[src/design/b64s_pkg.sv]
// Shared types, constants and character mapping functions for the base64url stream codec.
package b64s_pkg;

  // Encoder group phases: bytes already taken in the current 3-byte group.
  localparam logic [1:0] EncPh0 = 2'd0;
  localparam logic [1:0] EncPh1 = 2'd1;
  localparam logic [1:0] EncPh2 = 2'd2;

  localparam logic [7:0] CharPad = 8'h3D;  // '='

  localparam int FifoDepth = 4;
  localparam int FifoPtrW  = $clog2(FifoDepth);
  localparam int FifoCntW  = $clog2(FifoDepth + 1);

  typedef struct packed {
    logic [7:0] data;
    logic       last;
  } b64s_item_t;

  typedef struct packed {
    logic [7:0] data;
    logic       valid;
    logic       last;
  } b64s_res_t;

  // Results produced by one item: cnt of them, r0 first.
  typedef struct packed {
    logic [1:0] cnt;
    b64s_res_t  r0;
    b64s_res_t  r1;
  } b64s_push_t;

  typedef struct packed {
    logic       ok;
    logic [5:0] val;
  } b64s_sym_t;

  function automatic logic [7:0] enc_char(input logic [5:0] six);
    logic [7:0] c;
    if (six < 6'd26) begin
      c = 8'h41 + {2'b00, six};
    end else if (six < 6'd52) begin
      c = 8'h61 + {2'b00, six} - 8'd26;
    end else if (six < 6'd62) begin
      c = 8'h30 + {2'b00, six} - 8'd52;
    end else if (six == 6'd62) begin
      c = 8'h2D;
    end else begin
      c = 8'h5F;
    end
    return c;
  endfunction

  // Accepts both the URL-safe and the standard alphabet.
  function automatic b64s_sym_t dec_sym(input logic [7:0] c);
    b64s_sym_t s;
    s.ok  = 1'b1;
    s.val = 6'd0;
    if (c inside {[8'h41:8'h5A]}) begin
      s.val = 6'(c - 8'h41);
    end else if (c inside {[8'h61:8'h7A]}) begin
      s.val = 6'(c - 8'h61 + 8'd26);
    end else if (c inside {[8'h30:8'h39]}) begin
      s.val = 6'(c - 8'h30 + 8'd52);
    end else if (c inside {8'h2D, 8'h2B}) begin
      s.val = 6'd62;
    end else if (c inside {8'h5F, 8'h2F}) begin
      s.val = 6'd63;
    end else begin
      s.ok = 1'b0;
    end
    return s;
  endfunction

endpackage

[src/design/b64s_core.sv]
// Codec state registers and the per-item encode and decode logic.
module b64s_core import b64s_pkg::*; (
  input  logic       clk_i,
  input  logic       rst_ni,
  input  logic       dir_i,
  input  b64s_item_t item_i,
  input  logic       adv_i,
  output b64s_push_t push_o
);

  logic [1:0] enc_phase_q, enc_phase_d;
  logic [3:0] enc_left_q, enc_left_d;
  logic [2:0] dec_pend_q, dec_pend_d;
  logic [5:0] dec_left_q, dec_left_d;
  logic       dec_stop_q, dec_stop_d;

  logic [1:0]  phase;
  logic [7:0]  b;
  logic [7:0]  c0, c1;
  logic [1:0]  enc_cnt;
  b64s_sym_t   sym;
  logic [11:0] comb;
  logic [2:0]  keep;
  logic [11:0] shifted;
  logic [5:0]  mask;
  logic        have;
  logic [7:0]  dbyte;

  assign b     = item_i.data;
  assign phase = (enc_phase_q == 2'd3) ? EncPh0 : enc_phase_q;

  always_comb begin
    enc_phase_d = enc_phase_q;
    enc_left_d  = enc_left_q;
    c0          = 8'd0;
    c1          = 8'd0;
    enc_cnt     = 2'd1;
    case (phase)
      EncPh0: begin
        c0          = enc_char(b[7:2]);
        c1          = enc_char({b[1:0], 4'b0000});
        enc_left_d  = {2'b00, b[1:0]};
        enc_phase_d = EncPh1;
        enc_cnt     = item_i.last ? 2'd2 : 2'd1;
      end
      EncPh1: begin
        c0          = enc_char({enc_left_q[1:0], b[7:4]});
        c1          = enc_char({b[3:0], 2'b00});
        enc_left_d  = b[3:0];
        enc_phase_d = EncPh2;
        enc_cnt     = item_i.last ? 2'd2 : 2'd1;
      end
      default: begin
        c0          = enc_char({enc_left_q, b[7:6]});
        c1          = enc_char(b[5:0]);
        enc_left_d  = 4'd0;
        enc_phase_d = EncPh0;
        enc_cnt     = 2'd2;
      end
    endcase
    if (item_i.last) begin
      enc_left_d  = 4'd0;
      enc_phase_d = EncPh0;
    end
  end

  assign sym     = dec_sym(b);
  assign comb    = {dec_left_q, sym.val};
  assign keep    = dec_pend_q - 3'd2;
  assign shifted = comb >> keep;
  assign mask    = (6'd1 << keep) - 6'd1;
  assign dbyte   = shifted[7:0];

  always_comb begin
    dec_pend_d = dec_pend_q;
    dec_left_d = dec_left_q;
    dec_stop_d = dec_stop_q;
    have       = 1'b0;
    if (!dec_stop_q) begin
      if (b == CharPad) begin
        dec_stop_d = 1'b1;
      end else if (sym.ok) begin
        if (dec_pend_q >= 3'd2) begin
          have       = 1'b1;
          dec_left_d = comb[5:0] & mask;
          dec_pend_d = keep;
        end else begin
          dec_left_d = sym.val;
          dec_pend_d = 3'd6;
        end
      end
    end
    if (item_i.last) begin
      dec_pend_d = 3'd0;
      dec_left_d = 6'd0;
      dec_stop_d = 1'b0;
    end
  end

  always_comb begin
    push_o = '0;
    if (dir_i) begin
      push_o.cnt      = (have || item_i.last) ? 2'd1 : 2'd0;
      push_o.r0.data  = have ? dbyte : 8'd0;
      push_o.r0.valid = have;
      push_o.r0.last  = item_i.last;
    end else begin
      push_o.cnt      = enc_cnt;
      push_o.r0.data  = c0;
      push_o.r0.valid = 1'b1;
      push_o.r0.last  = item_i.last && (enc_cnt == 2'd1);
      push_o.r1.data  = c1;
      push_o.r1.valid = 1'b1;
      push_o.r1.last  = item_i.last;
    end
  end

  // Each direction keeps its own state; only the active one moves.
  always_ff @(posedge clk_i or negedge rst_ni) begin
    if (!rst_ni) begin
      enc_phase_q <= EncPh0;
      enc_left_q  <= 4'd0;
      dec_pend_q  <= 3'd0;
      dec_left_q  <= 6'd0;
      dec_stop_q  <= 1'b0;
    end else if (adv_i) begin
      if (dir_i) begin
        dec_pend_q <= dec_pend_d;
        dec_left_q <= dec_left_d;
        dec_stop_q <= dec_stop_d;
      end else begin
        enc_phase_q <= enc_phase_d;
        enc_left_q  <= enc_left_d;
      end
    end
  end

endmodule

[src/design/b64s_fifo.sv]
// Result queue that takes up to two results per cycle and gives one per transfer.
module b64s_fifo import b64s_pkg::*; (
  input  logic       clk_i,
  input  logic       rst_ni,
  input  logic       push_en_i,
  input  b64s_push_t push_i,
  output logic       room_o,
  output logic       valid_o,
  input  logic       stall_i,
  output b64s_res_t  res_o
);

  b64s_res_t mem_q [FifoDepth];

  logic [FifoPtrW-1:0] wr_q, wr_d, rd_q, rd_d;
  logic [FifoCntW-1:0] cnt_q, cnt_d;
  logic [1:0]          n_push;
  logic                pop;

  assign n_push  = push_en_i ? push_i.cnt : 2'd0;
  assign pop     = valid_o && !stall_i;
  assign valid_o = (cnt_q != '0);
  assign res_o   = mem_q[rd_q];
  // Two free entries are needed, whatever happens on the output side.
  assign room_o  = (cnt_q <= FifoCntW'(FifoDepth - 2));

  assign wr_d  = wr_q + FifoPtrW'(n_push);
  assign rd_d  = rd_q + FifoPtrW'(pop);
  assign cnt_d = cnt_q + FifoCntW'(n_push) - FifoCntW'(pop);

  always_ff @(posedge clk_i) begin
    if (n_push != 2'd0) begin
      mem_q[wr_q] <= push_i.r0;
    end
    if (n_push == 2'd2) begin
      mem_q[wr_q + FifoPtrW'(1)] <= push_i.r1;
    end
  end

  always_ff @(posedge clk_i or negedge rst_ni) begin
    if (!rst_ni) begin
      wr_q  <= '0;
      rd_q  <= '0;
      cnt_q <= '0;
    end else begin
      wr_q  <= wr_d;
      rd_q  <= rd_d;
      cnt_q <= cnt_d;
    end
  end

endmodule

[src/design/base64url_stream_codec_top.sv]
// An accepted item waits in the input register until the result queue has room for two
// results; it then moves its results into that queue, which offers them from its head.
// Throughput: one item per cycle when each item gives at most one result and the result
// side does not stall; an item that gives two characters can hold the input, as the
// output queue gives one result per transfer. Reset clears the direction register (encode),
// the codec state and the input and result queues at once; no clearing pass follows.
module base64url_stream_codec_top import b64s_pkg::*; (
  input  logic       clk_i,
  input  logic       rst_ni,
  input  logic       cfg_valid_i,
  output logic       cfg_ready_o,
  input  logic       cfg_data_i,
  input  logic       in_valid_i,
  output logic       in_stall_o,
  input  logic [7:0] in_data_i,
  input  logic       in_last_i,
  output logic       res_valid_o,
  input  logic       res_stall_i,
  output logic [7:0] out_data_o,
  output logic       out_valid_o,
  output logic       out_last_o
);

  logic       dir_q;
  logic       vld_q;
  b64s_item_t item_q;
  logic       room;
  logic       adv;
  logic       take;
  b64s_push_t push;
  b64s_res_t  res;

  assign cfg_ready_o = 1'b1;

  assign adv        = vld_q && room;
  assign in_stall_o = vld_q && !room;
  assign take       = in_valid_i && !in_stall_o;

  always_ff @(posedge clk_i or negedge rst_ni) begin
    if (!rst_ni) begin
      dir_q <= 1'b0;
      vld_q <= 1'b0;
    end else begin
      if (cfg_valid_i && cfg_ready_o) begin
        dir_q <= cfg_data_i;
      end
      if (take) begin
        vld_q <= 1'b1;
      end else if (adv) begin
        vld_q <= 1'b0;
      end
    end
  end

  always_ff @(posedge clk_i) begin
    if (take) begin
      item_q.data <= in_data_i;
      item_q.last <= in_last_i;
    end
  end

  b64s_core u_core (
    .clk_i  (clk_i),
    .rst_ni (rst_ni),
    .dir_i  (dir_q),
    .item_i (item_q),
    .adv_i  (adv),
    .push_o (push)
  );

  b64s_fifo u_fifo (
    .clk_i     (clk_i),
    .rst_ni    (rst_ni),
    .push_en_i (adv),
    .push_i    (push),
    .room_o    (room),
    .valid_o   (res_valid_o),
    .stall_i   (res_stall_i),
    .res_o     (res)
  );

  assign out_data_o  = res.data;
  assign out_valid_o = res.valid;
  assign out_last_o  = res.last;

endmodule

[config.mk]
export PLATFORM = sky130hd
export DESIGN_NAME = base64url_stream_codec_top
export DESIGN_NICKNAME = d
export VERILOG_FILES = /design/src/design/b64s_pkg.sv /design/src/design/b64s_core.sv /design/src/design/b64s_fifo.sv /design/src/design/base64url_stream_codec_top.sv
export SDC_FILE = /design/constraint.sdc
export NUM_CORES = 1
export LEC_CHECK = 0
export ABC_AREA = 1
export BUFFER_PORTS_ARGS = -buffer_cell sky130_fd_sc_hd__buf_2
export CORE_AREA = 2 2 124 126
export CTS_BUF_LIST = sky130_fd_sc_hd__clkbuf_4 sky130_fd_sc_hd__clkbuf_8 sky130_fd_sc_hd__clkbuf_16
export DETAILED_ROUTE_END_ITERATION = 16
export DIE_AREA = 0 0 126 128
export GPL_ROUTABILITY_DRIVEN = 0
export PLACE_DENSITY = 0.66
export SKIP_CTS_REPAIR_TIMING = 1
export SLEW_MARGIN = 15
export SYNTH_ARGS = -nofsm -noshare
export SYNTH_HDL_FRONTEND = slang
export SYNTH_SLANG_ARGS = --single-unit
[constraint.sdc]
create_clock -name clk_i -period 6.7 [get_ports clk_i]
set_input_delay 1.34 -clock clk_i [delete_from_list [all_inputs] [get_ports clk_i]]
set_output_delay 1.34 -clock clk_i [all_outputs]
set_load 0.05 [all_outputs]
== Word-level counts from Yosys, hierarchy flattened ==
Memory sizes are Yosys's and may differ from the RTL's.
Cells that the tools add are included.

* Bits in registers: 34
* Bits in latches: 0
* Memory bits (writable): 40
* Memory bits (read-only): 0
* Input port bits: 15
* Output and inout port bits: 13
* Word-level logic and storage cells: 192
* Memories kept: 1

* Add/sub/neg operators: 42
* $mul: 0
* Div/mod/pow operators: 0
* Order comparisons: 26
* Equality and inequality tests: 15
* Shift-type cells: 2
* Muxes and demuxes: 69
* Bitwise operators: 2
* Reduce and logical (&&, ||, !) cells: 23

{| class="wikitable"
|+ Memory list
! memory !! words !! width !! read ports !! clocked after Yosys merged registers in !! wr ports !! line !! source
|-
| u_fifo.mem_q || 4 || 10 || 1 || 0 || 2 || b64s_fifo.sv:13 || <nowiki>b64s_res_t mem_q [FifoDepth];</nowiki>
|}

{| class="wikitable"
|+ Operator list
! operator !! count
|-
| two-way mux 8 bit || 19
|-
| adder 7 x 6 -> 8 bit, first input constant || 12
|-
| less-than comparator 6 bit, second input constant || 12
|-
| two-way mux 6 bit || 10
|-
| subtractor 8 x 5 -> 8 bit, second input constant || 6
|-
| subtractor 8 x 6 -> 8 bit, second input constant || 6
|-
| adder 6 x 6 -> 7 bit, first input constant || 6
|-
| less-than comparator 6 x 5 -> 1 bit, second input constant || 6
|-
| equality test 8 x 6 -> 1 bit, second input constant || 4
|-
| case mux 8 bit (2 select lines) || 2
|-
| two-way mux 7 bit || 4
|-
| equality test 6 bit, second input constant || 4
|-
| two-way mux 1 bit || 19
|-
| >= comparator 8 x 7 -> 1 bit, second input constant || 2
|-
| <= comparator 8 x 7 -> 1 bit, second input constant || 2
|-
| two-way mux 3 bit || 5
|-
| two-way mux 12 bit || 1
|-
| right shift 12 x 3 -> 8 bit || 1
|-
| subtractor 6 x 1 -> 6 bit, second input constant || 2
|-
| subtractor 6 bit, second input constant || 2
|-
| two-way mux 10 bit || 1
|-
| two-way mux 2 bit || 5
|-
| nonzero test 2 bit || 5
|-
| equality test 8 x 7 -> 1 bit, second input constant || 1
|-
| 29 further kinds || 42
|}

== Logic depth before layout (Yosys ltp) ==
* Depth after elaboration: 17
* Gate-level depth with buffers: 20
* Gate-level depth less buffers: 18

== Modules after synthesis ==
A second synthesis with hierarchy kept.

* Cells, all modules: 930
* Area total of the unflattened synthesis: 6,595.1 um^2

{| class="wikitable"
|+ By module, submodules not included
! module !! instances !! cells an instance !! area an instance (um^2) !! sequential area each (um^2)
|-
| b64s_core || 1 || 636 || 3,574.7 || 375.4
|-
| b64s_fifo || 1 || 270 || 2,636.3 || 1,376.3
|-
| base64url_stream_codec_top || 1 || 24 || 384.1 || 320.3
|}

== Least setup slack after synthesis ==
No wires, ideal clock.

* Kind: reg2out
* From: reg u_fifo.rd_q[0]
* To: out out_data_o[0]
* Data arrival time: 1,563 ps
* Required time: 5,360 ps
* Slack: 3,797 ps
* Cell stages (with the launch flop): 5
* Buffers on the path: 1
* Cell sequence: dfrtp_1 > inv_1 > clkbuf_1 > nor2_1 > o22ai_1

* Word-level cells in the longest chain between the ends: 1

{| class="wikitable"
|+ RTL lines
! what !! line !! source
|-
| start, declared || b64s_fifo.sv:15 || <nowiki>logic [FifoPtrW-1:0] wr_q, wr_d, rd_q, rd_d;</nowiki>
|-
| start signal, assigned || b64s_fifo.sv:47 || <nowiki>rd_q <= rd_d;</nowiki>
|-
| memory (4 x 10 bit) || n/a ||
|-
| end, declared || base64url_stream_codec_top.sv:19 || <nowiki>output logic [7:0] out_data_o,</nowiki>
|}

No other way between the ends.

== Final worst setup path ==
* From: reg u_fifo.rd_q[0]
* To: out out_valid_o

* Word-level cells in the longest chain between the ends: 1

{| class="wikitable"
|+ RTL lines
! what !! line !! source
|-
| memory (4 x 10 bit) || n/a ||
|-
| end, declared || base64url_stream_codec_top.sv:20 || <nowiki>output logic out_valid_o,</nowiki>
|}

No other way between the ends.

==> impl_metrics.json <==
{
  "grt-busiest-layer": "met2",
  "worst-slew-pin-transition_ns": 0.995,
  "reg2reg_depth": 12,
  "worstSkewPairLatency_ns": 0.35,
  "drv_slew": 0,
  "synth_most_common_cell": "nand2_1",
  "numCtsBuffers": 9,
  "grtUsageMet3_pct": 4.88,
  "wl_per_cell_microns": 16.7,
  "ant_nets": 0,
  "routed_wirelength_mm": 18.7,
  "num_antenna_cells": 0,
  "grt_max_degree": 25,
  "design.core.area_sq_um": 14900,
  "leakage_nw": 3.13,
  "routed_via_density": 5.66,
  "synthArstFlopShare_pct": 32.9,
  "clk_path_buf_depth": 2,
  "yosys_most_used_dff": "edfxtp_1",
  "cts.sinks": 73,
  "swShare_pct": 52.8,
  "port_buffers": 26,
  "yosysSeqAreaShare_pct": 31.8,
  "holdWs_ns": 0.497,
  "combPwrFrac_pct": 57.9,
  "synth_edf_count": 49,
  "start_util_pct": 43.8,
  "crit_path_end": "out_valid_o",
  "yosysTopAreaCellShare_pct": 22.6,
  "cp-end-kind": "output pin",
  "vias": 6350,
  "dp_slack_ns": 3.26,
  "p_int_mw": 1.51,
  "p_sw_mw": 1.68,
  "critPathLaunch": "u_fifo.rd_q[0]",
  "rows": 45,
  "firstDrtPassIters": 5,
  "fin_crit_sh_pct": 52.8,
  "syn_area_sq_um": 6520,
  "timing.fmax_ghz": 0.283,
  "max_cap_viol_count": 0,
  "peakVddDrop_v": 0.000169,
  "crit_fanout": 22,
  "htree_levels": 3,
  "gr-total-overflow": 0,
  "hold_viol_final": 0,
  "yosysWarnings": 0,
  "hp-start": "u_core.dec_stop_q",
  "synth_top_cell_by_area": "edfxtp_1",
  "syn_avg_cell_area_sq_um": 7.01,
  "setup_ws_ns": 3.16,
  "drt_iter0_drc": 753,
  "fin_crit_ns": 3.54,
  "status": "finished clean",
  "grt_pass1_vias": 5897,
  "synthCells": 929,
  "die_area_sq_um": 16100,
  "clkPwrFrac_pct": 15.6,
  "cp_data_required_time_ns": 5.36,
  "final-setup-viol-count": 0,
  "syn2layout_area_growth_pct": 7.20,
  "die_w_microns": 126,
  "min_path_type": "reg2reg",
  "fin_skew_ns": 0.0106,
  "antenna_found_initial": 0,
  "r2r-end": "u_fifo.cnt_q[2]",
  "critical_path_class": "reg2out",
  "root_buffer": "clkbuf_16",
  "worstPathArrival_ns": 2.20,
  "tns_ns": 0,
  "synth_fp_nets": 981,
  "power_density_nw_per_um2": 457,
  "power_frac_seq_pct": 26.5,
  "worst-r2r-setup-slack_ns": 3.19,
  "use_met2_pct": 38.0,
  "critPathLaunchType": "flop",
  "ys_top_cells_by_area": "edfxtp_1, nand2_1, dfrtp_1, ha_1, nand3_1",
  "r2r_start": "item_q[7]",
  "grt_pass1_wl_mm": 30.2,
  "drive_gt1_share_pct": 9.65,
  "grtUsageMet1_pct": 31.6,
  "cts_tree": "done",
  "max_slew_margin_pct": 33.4,
  "rsz0062_at_grt": "no",
  "final_nets": 980,
  "post-dp-hpwl_mm": 14.1,
  "ys_seq_elements": 73,
  "grt_usage_pct": 23.6,
  "synthDistinctLibCells": 52,
  "ios": 28,
  "chipHeight_microns": 128,
  "synth_common_cells": "nand2_1, inv_1, nand3_1",
  "clkSlewWorstSetupHoldPaths_ns": 0.06,
  "drcViolationCount": 0
}
==> cell type report <==
cell class	instances	area (sq um)
Inverter	107	409
Multi-Input combinational cell	711	3840
Tap cell	188	235
Clock inverter	7	76.3
Fill cell	1516	7880
Sequential cell	73	2070
Clock buffer	9	225
Timing Repair Buffer	26	130
==> layout by cell type (no fill, tap or decap), types with 7 or more instances in the layout <==
| cell | n |
|---|---|
| ha_1 | 36 |
| nor2_1 | 59 |
| a21oi_1 | 58 |
| nand3_1 | 88 |
| nand2_1 | 257 |
| inv_1 | 91 |
| buf_2 | 26 |
| o21ai_0 | 76 |
| o22ai_1 | 16 |
| inv_2 | 12 |
| o21ai_1 | 12 |
| dfrtp_1 | 24 |
| xor2_1 | 15 |
| nand4_1 | 7 |
| o211ai_1 | 18 |
| clkbuf_16 | 9 |
| edfxtp_1 | 49 |
==> per-stage QoR <==
stage                     instance area [sq um]  power (mW)  util [%]  std cells
after global placement                     6680        2.67      45.0       1105
after CTS                                  6990        3.18      47.0       1121
after floorplan                            6520        2.23         -        929
after detailed placement                   6680        2.67      45.0       1105
final                                      6990        3.19      47.0       1121
after global routing                       6990        3.45      47.0       1121
==> flip-flops by register name, indices dropped and copies added, names as in the netlist <==
| register | count |
|---|---|
| u_core.dec_left_q | 6 |
| u_fifo.mem_q | 40 |
| u_core.enc_phase_q | 2 |
| u_core.enc_left_q | 4 |
| u_fifo.cnt_q | 3 |
| u_fifo.rd_q | 2 |
| u_fifo.wr_q | 2 |
| u_core.dec_pend_q | 2 |
| u_core.dec_stop_q | 1 |
| vld_q | 1 |
| dir_q | 1 |
| item_q | 9 |
==> worst min path at each step <==
| stage | endpoint | slack, ns | cells after the start |
|---|---|---|---|
| 2_1_floorplan | u_core.dec_stop_q | 0.45 | 2 |
| 3_3_place_gp | u_core.dec_stop_q | 0.47 | 2 |
| 3_5_place_dp | u_core.dec_stop_q | 0.48 | 2 |
| 4_1_cts | u_core.dec_stop_q | 0.50 | 2 |
| 5_1_grt | u_fifo.cnt_q[2] | 0.52 | 1 |
| 6_report | u_core.dec_stop_q | 0.50 | 2 |
==> metal layers <==
metal  vias to the layer above  wire, microns
met4                         0            509
met5                         -              0
met1                      2918           8190
met3                        44           1360
li1                       3115              -
met2                       273           8660
==> power by group through the flow <==
| stage | clock network [mW] | registers [mW] | logic (mW) |
|---|---|---|---|
| floorplan | 0 | 0.747 | 1.49 |
| global placement | 0 | 0.851 | 1.82 |
| detailed placement | 0 | 0.852 | 1.82 |
| CTS | 0.505 | 0.844 | 1.83 |
| global route | 0.526 | 0.866 | 2.06 |
| finish | 0.498 | 0.846 | 1.85 |
==> logic make-up (layout without fill, tap and decap cells) <==
family	count (synthesis)	in the layout	share of synthesized area, %
AO/OA/AOI/OAI	204	204	17.9
XOR/XNOR	21	21	2.94
adder cells (fa/ha/maj)	37	37	7.22
buffers and inverters	145	149	9.31
flip-flops	73	73	31.8
other	1	1	0.0575
AND/OR/NAND/NOR	448	448	30.8
==> worst max-delay path, stage by stage, from the launching register on <==
cell     delay, ns
dfrtp_1       0.76
inv_1         0.46
o21ai_0       0.27
o22ai_1       0.13
buf_2         0.23
Power figures use the tool's default switching activity.
